### config.mk
export PLATFORM = sky130hd
export DESIGN_NAME = unordered_integer_set_table
export DESIGN_NICKNAME = d
export VERILOG_FILES = /design/src/design/ustbl_pkg.sv /design/src/design/ustbl_cell.sv /design/src/design/ustbl_ctrl.sv /design/src/design/unordered_integer_set_table.sv
export SDC_FILE = /design/constraint.sdc
export NUM_CORES = 2
export LEC_CHECK = 0
export ABC_AREA = 1
export BUFFER_PORTS_ARGS = -buffer_cell sky130_fd_sc_hd__buf_4
export CORE_MARGIN = 2
export CORE_UTILIZATION = 50
export CTS_CLUSTER_SIZE = 14
export DETAILED_ROUTE_END_ITERATION = 8
export PLACE_DENSITY = 0.68
export SLEW_MARGIN = 20
export SYNTH_ARGS = -nofsm -noshare
export SYNTH_HDL_FRONTEND = slang
export SYNTH_SLANG_ARGS = --single-unit
### constraint.sdc
create_clock -name clk -period 5.3 [get_ports clk]
set_clock_uncertainty 0.2 [all_clocks]
set_input_delay 1.06 -clock clk [delete_from_list [all_inputs] [get_ports clk]]
set_output_delay 1.06 -clock clk [all_outputs]
set_load 0.05 [all_outputs]
### src/design/ustbl_pkg.sv
// ----------------------------------------------------------------------------
// ustbl_pkg
// Shared types and constants for the unordered integer set table.
// ----------------------------------------------------------------------------
package ustbl_pkg;

    localparam int unsigned SET_DEPTH_DEF = 32;
    localparam int unsigned KEY_W         = 32;
    localparam int unsigned OP_W          = 2;

    typedef enum logic [OP_W-1:0] {
        OP_INSERT = 2'd0,
        OP_ERASE  = 2'd1,
        OP_LOOKUP = 2'd2
    } ustbl_op_t;

    typedef enum logic [1:0] {
        ST_IDLE,
        ST_SEARCH,
        ST_COMMIT
    } ustbl_state_t;

    // search token walking down the cell chain
    typedef struct packed {
        logic tok;
        logic found;
    } ustbl_probe_t;

    // write strobes broadcast to all cells at commit time
    typedef struct packed {
        logic load;
        logic shift;
    } ustbl_commit_t;

endpackage

### src/design/ustbl_cell.sv
// ----------------------------------------------------------------------------
// ustbl_cell
// One store slot: holds a key, compares it when the search token passes and
// hands the token on. On erase, slots at and after the hit take the key of
// their right neighbor.
// ----------------------------------------------------------------------------
module ustbl_cell
    import ustbl_pkg::*;
#(
    parameter int unsigned SET_DEPTH = SET_DEPTH_DEF,
    parameter int unsigned IDX       = 0
)
(
    input  logic                               clk,
    input  logic                               rst_n,
    input  ustbl_probe_t                       probe_in,
    output ustbl_probe_t                       probe_out,
    input  logic signed [KEY_W-1:0]            search_key,
    input  logic [$clog2(SET_DEPTH+1)-1:0]     count,
    input  ustbl_commit_t                      commit,
    input  logic signed [KEY_W-1:0]            key_right,
    output logic signed [KEY_W-1:0]            key_out
);

    localparam int unsigned CW = $clog2(SET_DEPTH + 1);
    localparam logic [CW-1:0] SLOT = CW'(IDX);

    logic signed [KEY_W-1:0] key_reg;
    logic                    shift_reg;
    ustbl_probe_t            probe_reg;
    logic                    match;

    assign match = probe_in.tok && (SLOT < count) && (key_reg == search_key);

    always_ff @(posedge clk or negedge rst_n)
    begin
        if (!rst_n)
        begin
            probe_reg <= '0;
            shift_reg <= 1'b0;
        end
        else
        begin
            probe_reg.tok   <= probe_in.tok;
            probe_reg.found <= probe_in.tok && (probe_in.found || match);
            if (probe_in.tok)
            begin
                shift_reg <= probe_in.found || match;
            end
        end
    end

    always_ff @(posedge clk)
    begin
        if (commit.load && (count == SLOT))
        begin
            key_reg <= search_key;
        end
        else if (commit.shift && shift_reg)
        begin
            key_reg <= key_right;
        end
    end

    assign probe_out = probe_reg;
    assign key_out   = key_reg;

endmodule

### src/design/ustbl_ctrl.sv
// ----------------------------------------------------------------------------
// ustbl_ctrl
// Request sequencer: latches the request, launches the search token, applies
// the insert or erase and holds the result register.
// ----------------------------------------------------------------------------
module ustbl_ctrl
    import ustbl_pkg::*;
#(
    parameter int unsigned SET_DEPTH = SET_DEPTH_DEF
)
(
    input  logic                               clk,
    input  logic                               rst_n,
    input  logic                               in_valid,
    output logic                               in_stall,
    input  logic [OP_W-1:0]                    opcode,
    input  logic signed [KEY_W-1:0]            key,
    output logic signed [KEY_W-1:0]            search_key,
    output ustbl_probe_t                       probe_head,
    input  ustbl_probe_t                       probe_tail,
    output ustbl_commit_t                      commit,
    output logic [$clog2(SET_DEPTH+1)-1:0]     count,
    output logic                               out_valid,
    input  logic                               out_stall,
    output logic                               was_present,
    output logic                               changed,
    output logic                               full_refused,
    output logic [$clog2(SET_DEPTH+1)-1:0]     entry_count
);

    localparam int unsigned CW = $clog2(SET_DEPTH + 1);
    localparam logic [CW-1:0] FULL = CW'(SET_DEPTH);

    ustbl_state_t            state_reg, state_next;
    logic [OP_W-1:0]         op_reg;
    logic signed [KEY_W-1:0] key_reg;
    logic                    head_tok_reg, head_tok_next;
    logic                    present_reg, present_next;
    logic [CW-1:0]           count_reg, count_next;
    logic                    out_valid_reg, out_valid_next;
    logic                    was_present_reg, was_present_next;
    logic                    changed_reg, changed_next;
    logic                    refused_reg, refused_next;
    logic [CW-1:0]           entry_count_reg, entry_count_next;
    logic                    accept;

    assign accept = in_valid && !in_stall;

    always_ff @(posedge clk or negedge rst_n)
    begin
        if (!rst_n)
        begin
            state_reg     <= ST_IDLE;
            head_tok_reg  <= 1'b0;
            count_reg     <= '0;
            out_valid_reg <= 1'b0;
        end
        else
        begin
            state_reg     <= state_next;
            head_tok_reg  <= head_tok_next;
            count_reg     <= count_next;
            out_valid_reg <= out_valid_next;
        end
    end

    always_ff @(posedge clk)
    begin
        if (accept)
        begin
            op_reg  <= opcode;
            key_reg <= key;
        end
        present_reg     <= present_next;
        was_present_reg <= was_present_next;
        changed_reg     <= changed_next;
        refused_reg     <= refused_next;
        entry_count_reg <= entry_count_next;
    end

    always_comb
    begin
        state_next       = state_reg;
        head_tok_next    = 1'b0;
        present_next     = present_reg;
        count_next       = count_reg;
        out_valid_next   = out_valid_reg && out_stall;
        was_present_next = was_present_reg;
        changed_next     = changed_reg;
        refused_next     = refused_reg;
        entry_count_next = entry_count_reg;
        commit           = '0;
        in_stall         = (state_reg != ST_IDLE);

        unique case (state_reg)
            ST_IDLE:
            begin
                if (in_valid)
                begin
                    head_tok_next = 1'b1;
                    state_next    = ST_SEARCH;
                end
            end
            ST_SEARCH:
            begin
                if (probe_tail.tok)
                begin
                    present_next = probe_tail.found;
                    state_next   = ST_COMMIT;
                end
            end
            ST_COMMIT:
            begin
                // wait for the result register to drain
                if (!out_valid_reg || !out_stall)
                begin
                    was_present_next = present_reg;
                    changed_next     = 1'b0;
                    refused_next     = 1'b0;
                    case (op_reg)
                        OP_INSERT:
                        begin
                            if (!present_reg)
                            begin
                                if (count_reg == FULL)
                                begin
                                    refused_next = 1'b1;
                                end
                                else
                                begin
                                    commit.load  = 1'b1;
                                    count_next   = count_reg + CW'(1);
                                    changed_next = 1'b1;
                                end
                            end
                        end
                        OP_ERASE:
                        begin
                            if (present_reg)
                            begin
                                commit.shift = 1'b1;
                                count_next   = count_reg - CW'(1);
                                changed_next = 1'b1;
                            end
                        end
                        default:
                        begin
                        end
                    endcase
                    entry_count_next = count_next;
                    out_valid_next   = 1'b1;
                    state_next       = ST_IDLE;
                end
            end
            default:
            begin
                state_next = ST_IDLE;
            end
        endcase
    end

    assign search_key      = key_reg;
    assign probe_head.tok  = head_tok_reg;
    assign probe_head.found = 1'b0;
    assign count           = count_reg;
    assign out_valid       = out_valid_reg;
    assign was_present     = was_present_reg;
    assign changed         = changed_reg;
    assign full_refused    = refused_reg;
    assign entry_count     = entry_count_reg;

endmodule

### src/design/unordered_integer_set_table.sv
// The search token walks the cell chain one slot per cycle, then the commit
// state applies the write once the result register can take it; a new request
// is not taken until the write is committed. A pending result may sit in the
// output register while the next request is taken. Reset clears the stored
// entry count and all control; keys need no reset.
// ----------------------------------------------------------------------------
// unordered_integer_set_table
// Set of distinct signed keys kept in a chain of cells with insert, erase
// and lookup requests.
// ----------------------------------------------------------------------------
module unordered_integer_set_table
    import ustbl_pkg::*;
#(
    parameter int unsigned SET_DEPTH = SET_DEPTH_DEF
)
(
    input  logic                               clk,
    input  logic                               rst_n,
    input  logic                               in_valid,
    output logic                               in_stall,
    input  logic [OP_W-1:0]                    opcode,
    input  logic signed [KEY_W-1:0]            key,
    output logic                               out_valid,
    input  logic                               out_stall,
    output logic                               was_present,
    output logic                               changed,
    output logic                               full_refused,
    output logic [$clog2(SET_DEPTH+1)-1:0]     entry_count
);

    localparam int unsigned CW = $clog2(SET_DEPTH + 1);

    logic signed [KEY_W-1:0] search_key;
    ustbl_probe_t            probe_chain [SET_DEPTH+1];
    logic signed [KEY_W-1:0] key_chain [SET_DEPTH];
    ustbl_commit_t           commit;
    logic [CW-1:0]           count;

    ustbl_ctrl #(
        .SET_DEPTH (SET_DEPTH)
    ) u_ctrl (
        .clk          (clk),
        .rst_n        (rst_n),
        .in_valid     (in_valid),
        .in_stall     (in_stall),
        .opcode       (opcode),
        .key          (key),
        .search_key   (search_key),
        .probe_head   (probe_chain[0]),
        .probe_tail   (probe_chain[SET_DEPTH]),
        .commit       (commit),
        .count        (count),
        .out_valid    (out_valid),
        .out_stall    (out_stall),
        .was_present  (was_present),
        .changed      (changed),
        .full_refused (full_refused),
        .entry_count  (entry_count)
    );

    for (genvar i = 0; i < SET_DEPTH; i++)
    begin : g_cell
        logic signed [KEY_W-1:0] right_key;

        if (i == SET_DEPTH - 1)
        begin : g_last
            assign right_key = key_chain[i];
        end
        else
        begin : g_mid
            assign right_key = key_chain[i+1];
        end

        ustbl_cell #(
            .SET_DEPTH (SET_DEPTH),
            .IDX       (i)
        ) u_cell (
            .clk        (clk),
            .rst_n      (rst_n),
            .probe_in   (probe_chain[i]),
            .probe_out  (probe_chain[i+1]),
            .search_key (search_key),
            .count      (count),
            .commit     (commit),
            .key_right  (right_key),
            .key_out    (key_chain[i])
        );
    end

    // entry count never runs past the store depth
    a_count_bound: assert property (@(posedge clk) disable iff (!rst_n)
        count <= CW'(SET_DEPTH))
        else $error("entry count beyond depth");

    // a request blocks the input until its result is committed
    a_one_in_flight: assert property (@(posedge clk) disable iff (!rst_n)
        (in_valid && !in_stall) |=> in_stall)
        else $error("second request taken while searching");

    // a refusal only happens on a full store and never with a change
    a_refuse_full: assert property (@(posedge clk) disable iff (!rst_n)
        (out_valid && full_refused) |-> (!changed && entry_count == CW'(SET_DEPTH)))
        else $error("refusal without full store");

    // a change (an insert of an absent key or an erase of a present one) is never flagged with a refusal
    a_insert_new: assert property (@(posedge clk) disable iff (!rst_n)
        (out_valid && changed) |-> !full_refused)
        else $error("change flagged with refusal");

endmodule
After elaboration in Yosys (flattened, before gate mapping). Index checks and enable logic that the tools add are counted.

Register bits after elaboration: 1173. Bits in latches: 0. RAM bits: 0. Memory bits (read-only): 0. Input port bits: 38. Output and inout port bits: 11. Memories kept: 0.

$add $sub $neg: 2. $mul: 0. Divide/modulo/power cells: 0. Magnitude comparators: 32. Equal/unequal tests: 70. Shift-type cells: 0. Mux-type cells: 83. Bitwise gates (word level): 1. Reductions and logical operators: 235.

Operators with widths (count): 32-bit two-way mux (62); 32-bit equality test (32); 1-bit logical AND (161); 6-bit by 5-bit equality test with 1-bit output (second input constant) (16); 5-bit by 6-bit < comparator with 1-bit output (first input constant) (16); 2-bit nonzero test (32); 6-bit by 4-bit equality test with 1-bit output (second input constant) (8); 4-bit by 6-bit < comparator with 1-bit output (first input constant) (8); 1-bit logical OR (32); 6-bit by 3-bit equality test with 1-bit output (second input constant) (4); 3-bit by 6-bit < comparator with 1-bit output (first input constant) (4); 6-bit two-way mux (3); 6-bit by 2-bit equality test with 1-bit output (second input constant) (2); 1-bit by 6-bit < comparator with 1-bit output (first input constant) (2); 2-bit by 6-bit < comparator with 1-bit output (first input constant) (2); 6-bit case mux with 2 select lines (1); 1-bit two-way mux (10); 2-bit two-way mux (5); 6-bit by 1-bit adder with 6-bit output (second input constant) (1); 6-bit by 1-bit equality test with 1-bit output (second input constant) (1); 6-bit equality test (second input constant) (1); 6-bit zero test (1); 2-bit case mux with 3 select lines (1); 6-bit by 1-bit subtractor with 6-bit output (second input constant) (1); other kinds (11) (17).

Depth between registers and ports, before layout.
Depth in word-level cells: 9. Mapped depth: 14.

Hierarchy. From an unflattened synthesis, not the netlist that was laid out.

Cells, all modules: 7151. Area, all modules: 67731.2 um^2.

Modules (own cells, without submodules): ustbl_ctrl (instances 1, cells an instance 173, area an instance 2242.2 um^2, seq. area each 1571.5 um^2); ustbl_cell (g_cell[30].u_cell) (instances 1, cells an instance 275, area an instance 2183.3 um^2, seq. area each 1036.0 um^2); ustbl_cell (g_cell[31].u_cell) (instances 1, cells an instance 250, area an instance 2132.0 um^2, seq. area each 1036.0 um^2); ustbl_cell (g_cell[29].u_cell) (instances 1, cells an instance 243, area an instance 2112.0 um^2, seq. area each 1036.0 um^2); ustbl_cell (g_cell[26].u_cell) (instances 1, cells an instance 239, area an instance 2107.0 um^2, seq. area each 1036.0 um^2); ustbl_cell (g_cell[21].u_cell) (instances 1, cells an instance 261, area an instance 2100.8 um^2, seq. area each 1036.0 um^2); ustbl_cell (g_cell[18].u_cell) (instances 1, cells an instance 265, area an instance 2098.3 um^2, seq. area each 1036.0 um^2); ustbl_cell (g_cell[9].u_cell) (instances 1, cells an instance 232, area an instance 2098.3 um^2, seq. area each 1036.0 um^2); ustbl_cell (g_cell[5].u_cell) (instances 1, cells an instance 259, area an instance 2084.5 um^2, seq. area each 1036.0 um^2); ustbl_cell (g_cell[19].u_cell) (instances 1, cells an instance 243, area an instance 2063.2 um^2, seq. area each 1036.0 um^2); ustbl_cell (g_cell[25].u_cell) (instances 1, cells an instance 217, area an instance 2060.7 um^2, seq. area each 1036.0 um^2); ustbl_cell (g_cell[11].u_cell) (instances 1, cells an instance 173, area an instance 2059.5 um^2, seq. area each 1036.0 um^2); ustbl_cell (g_cell[16].u_cell) (instances 1, cells an instance 244, area an instance 2059.5 um^2, seq. area each 1036.0 um^2); ustbl_cell (g_cell[4].u_cell) (instances 1, cells an instance 182, area an instance 2058.2 um^2, seq. area each 1036.0 um^2); 19 more rows.

Worst setup path after synthesis. No wires, ideal clock.

Path type: input to register. Start point: input port out_stall. End point: register g_cell[31].u_cell.key_reg[0], enable pin. Setup time: 501 ps. Arrival time: 4662 ps. Slack: -64 ps. Stages: 5. Buffers on the path: 0. Cell sequence: nand2_1 inv_1 nor2_4 nand4_4 nor4_1.

Word-level cells in the longest chain between the ends: 5.

RTL lines: start: declaration (line unordered_integer_set_table.sv:24) `input logic out_stall,`; 1-bit zero test (line ustbl_ctrl.sv:115) `if (!out_valid_reg || !out_stall)`; 1-bit logical OR (line ustbl_ctrl.sv:115); 2-bit two-way mux (line ustbl_ctrl.sv:115); 2-bit two-way mux (line ustbl_ctrl.sv:95) `unique case (state_reg)`; 1-bit logical AND (line ustbl_cell.sv:55) `if (commit.load && (count == SLOT))`; end signal: assignment (line ustbl_cell.sv:57) `key_reg <= search_key;`; end signal: assignment (line ustbl_cell.sv:61) `key_reg <= key_right;`; end: declaration (line ustbl_cell.sv:28) `logic signed [KEY_W-1:0] key_reg;`.

No other way between the ends. A chain may end at the register's enable or synchronous reset.

Final worst setup path.
Start point: register u_ctrl.count_reg[1] (netlist: u_ctrl.count[1]). End point: register g_cell[8].u_cell.key_reg[15], enable pin.

Word-level cells in the longest chain between the ends: 8. Elaborated cells on any way between the ends: 9.

RTL lines: start: declaration (line ustbl_ctrl.sv:39) `logic [CW-1:0] count_reg, count_next;`; start signal: assignment (line ustbl_ctrl.sv:62) `count_reg <= count_next;`; 6-bit equality test (line ustbl_ctrl.sv:125) `if (count_reg == FULL)`; 1-bit two-way mux (line ustbl_ctrl.sv:125); 1-bit two-way mux (line ustbl_ctrl.sv:123) `if (!present_reg)`; 1-bit two-way mux (line ustbl_ctrl.sv:120) `case (op_reg)`; 2-bit two-way mux (line ustbl_ctrl.sv:115); 2-bit two-way mux (line ustbl_ctrl.sv:95); 1-bit logical AND * (line ustbl_cell.sv:55); 2-bit nonzero test (no line) *; end signal: assignment (line ustbl_cell.sv:57); end signal: assignment (line ustbl_cell.sv:61); end: declaration (line ustbl_cell.sv:28).

Mark *: on every way between the ends. The rest lies on a longest branch, timed or not.

==> impl_metrics.ini <==
[run_status]
status = finished, final reports clean

[floorplan]
io_pins = 49
core_area_um2 = 122200
die-area_um2 = 126400
die_w_um = 355.5
die_h_um = 355.5
rows = 128
start_util = 0.5056

[synth]
synthMuxAreaShare = 0.0001620
ys_warn_count = 0
synth-compound-area-share = 0.08787
seq_area_frac_synth = 0.5616
netlist_area_um2 = 61780
synth-edff-count = 1068
synth_top_family_by_area = simple AND/OR/NAND/NOR gates
synth_seq_cells = 1173
synth_nets = 6842
syn_avg_cell_area_um2 = 9.087
ys_types = 33
synth_top_flop_cell = edfxtp_1
synthAdderAreaFrac = 0.001013
syn-instance-count = 6799
synthArstFlopShare = 0.08951
synth_xor_area_frac = 0.1036
yosys.area_share.simple = 0.1879

[clocking]
cts.sink_count = 1173
cts_setup_buffers = 0
clockRootBuffer = clkbuf_16
h-tree-depth = 4
clock_latency_ps = 760
cts_resized = 0
clockBufferDepth = 3
postCtsHoldBufs = 0
numCtsBuffers = 130
cts_tree = built
path_clk_slew_ps = 60

[finish]
multi_input_area_um2 = 23760
final_util = 0.5554
n_fill_cell = 10590
layout-drive-gt1-share = 0.08600
final_common_cell = nand2_1
largest_register_ffs = 1024
fin_nets = 6715
postLayoutCellArea_um2 = 67860
syn2layout_area_growth_pct = 9.844
final_cell_mix = 2201 x nand2_1, 1068 x edfxtp_1, 643 x xnor2_1, 625 x o21ai_0, 404 x nor2_1
regArea_um2 = 34700

[timing]
finalSetupViolations = 0
slew_headroom = 0.1948
worst_pin_slew_ps = 1208
grt_setup_unrepaired = false
min_period_ps = 4687
finalHoldViolCount = 0
fmax_mhz = 213.3
whs_ps = 113.9
maxSlewViolCount = 0
tns_ps = 0
period_share = 0.8844

[place]
placed_cell_area_um2 = 63720
dpl.hpwl_mm = 136.7
gp_congestion = 1.037
numPortBuffers = 48

[grt]
grt_max_degree = 66
overflow = 0
grt_pass1_vias = 44150
track_usage = 0.3310
antenna_found_initial = 4
grt_pass1_wl_mm = 300.6

[critical_path]
worstPathArrival_ps = 4910
critPathMaxFanout = 32
cp.required_ps = 5520
path_class = flop to flop
startpoint_type = flop
endpoint_kind = flop

[detailed_routing]
totalWireLength_mm = 210.1
drtIter0Drc = 6776
drc = 0
dr.pass1.iters = 6
final_antenna_net_count = 0
via_per_inst = 5.752
wl_per_cell_um = 24.99
num_vias = 48350

[power_and_ir_drop]
p_leak_nw = 27.18
ir_drop_mv = 0.2845
power_density_nw_per_um2 = 336.6
power_w = 0.02284

[min_path]
min_path_type = input port to async pin

[flow_run]
drv_cap = 0
## critical path, stage by stage (launching register included)
cell     delay, ps
dfrtp_1        890
inv_1          330
ha_1           470
nand4_2        240
nand4_4        220
inv_2          730
nand2_2        560
o21ai_2        270
buf_4          390
## cell families (layout without fill, tap and decap cells)
logic type | Yosys count | count (layout)
AOI/OAI and AO/OA | 1079 | 1079
other | 0 | 2
and+or+nand+nor | 2922 | 2922
buffers and inverters | 888 | 868
xor gates and xnor gates | 731 | 731
DFF | 1173 | 1173
muxes | 1 | 1
adders and majority gates | 5 | 5
## per-layer routing
metal,GRT usage,wire [um],vias up
li1,-,-,21970
met1,0.4484,80790,22660
met2,0.4862,88600,3036
met3,0.07483,26170,683
met4,0.2001,14500,2
met5,0,19,-
## area by class of cell
class	count	share of cell area
antenna	2	0.00007375
clock buffer	175	0.05238
clock inverter	64	0.008463
inverter	414	0.02290
multi-input combinational	4738	0.3502
sequential	1173	0.5113
tap	1625	0.02996
timing repair buffer	215	0.02476
## synth_stat cells, types with 23 or more instances
| cell type | n | share of area |
|---|---|---|
| buf_1 | 24 | 0.0015 |
| buf_2 | 188 | 0.015 |
| clkbuf_1 | 262 | 0.016 |
| dfrtp_1 | 105 | 0.043 |
| edfxtp_1 | 1068 | 0.52 |
| inv_1 | 400 | 0.024 |
| nand2_1 | 2214 | 0.13 |
| nand3_1 | 109 | 0.0088 |
| nand4_1 | 77 | 0.0078 |
| nor2_1 | 405 | 0.025 |
| nor3_1 | 23 | 0.0019 |
| o21ai_0 | 656 | 0.053 |
| o21ai_1 | 399 | 0.032 |
| or2_2 | 80 | 0.0081 |
| xnor2_1 | 643 | 0.091 |
| xor2_1 | 88 | 0.012 |
## worst paths after layout
path,cells past startpoint,slack (ps),to,from
worst max-delay path,8,610,g_cell[8].u_cell.key_out[15],u_ctrl.count[1]
worst min-delay path,1,110,u_ctrl.state_reg[0],rst_n
worst max register to register,8,610,g_cell[8].u_cell.key_out[15],u_ctrl.count[1]
worst min register to register,0,190,g_cell[16].u_cell.probe_out[1],g_cell[15].u_cell.probe_out[1]
max in group asynchronous,2,3560,g_cell[22].u_cell.shift_reg,rst_n
min in group clk,0,190,g_cell[16].u_cell.probe_out[1],g_cell[15].u_cell.probe_out[1]
## report_power, final
group / switching, W / internal, W / total, W
Combinational: 0.00282 / 0.000926 / 0.00374
Sequential: 0.000135 / 0.0101 / 0.0102
Clock: 0.00377 / 0.00512 / 0.00889
## stage by stage
stage	std cells	setup slack, ps
detailed placement	8165	848.8
global placement	8165	958.5
finish	8406	612.8
CTS	8404	873.0
floorplan	6799	636.6
global route	8404	627.4
Power figures use the tool's default switching activity.
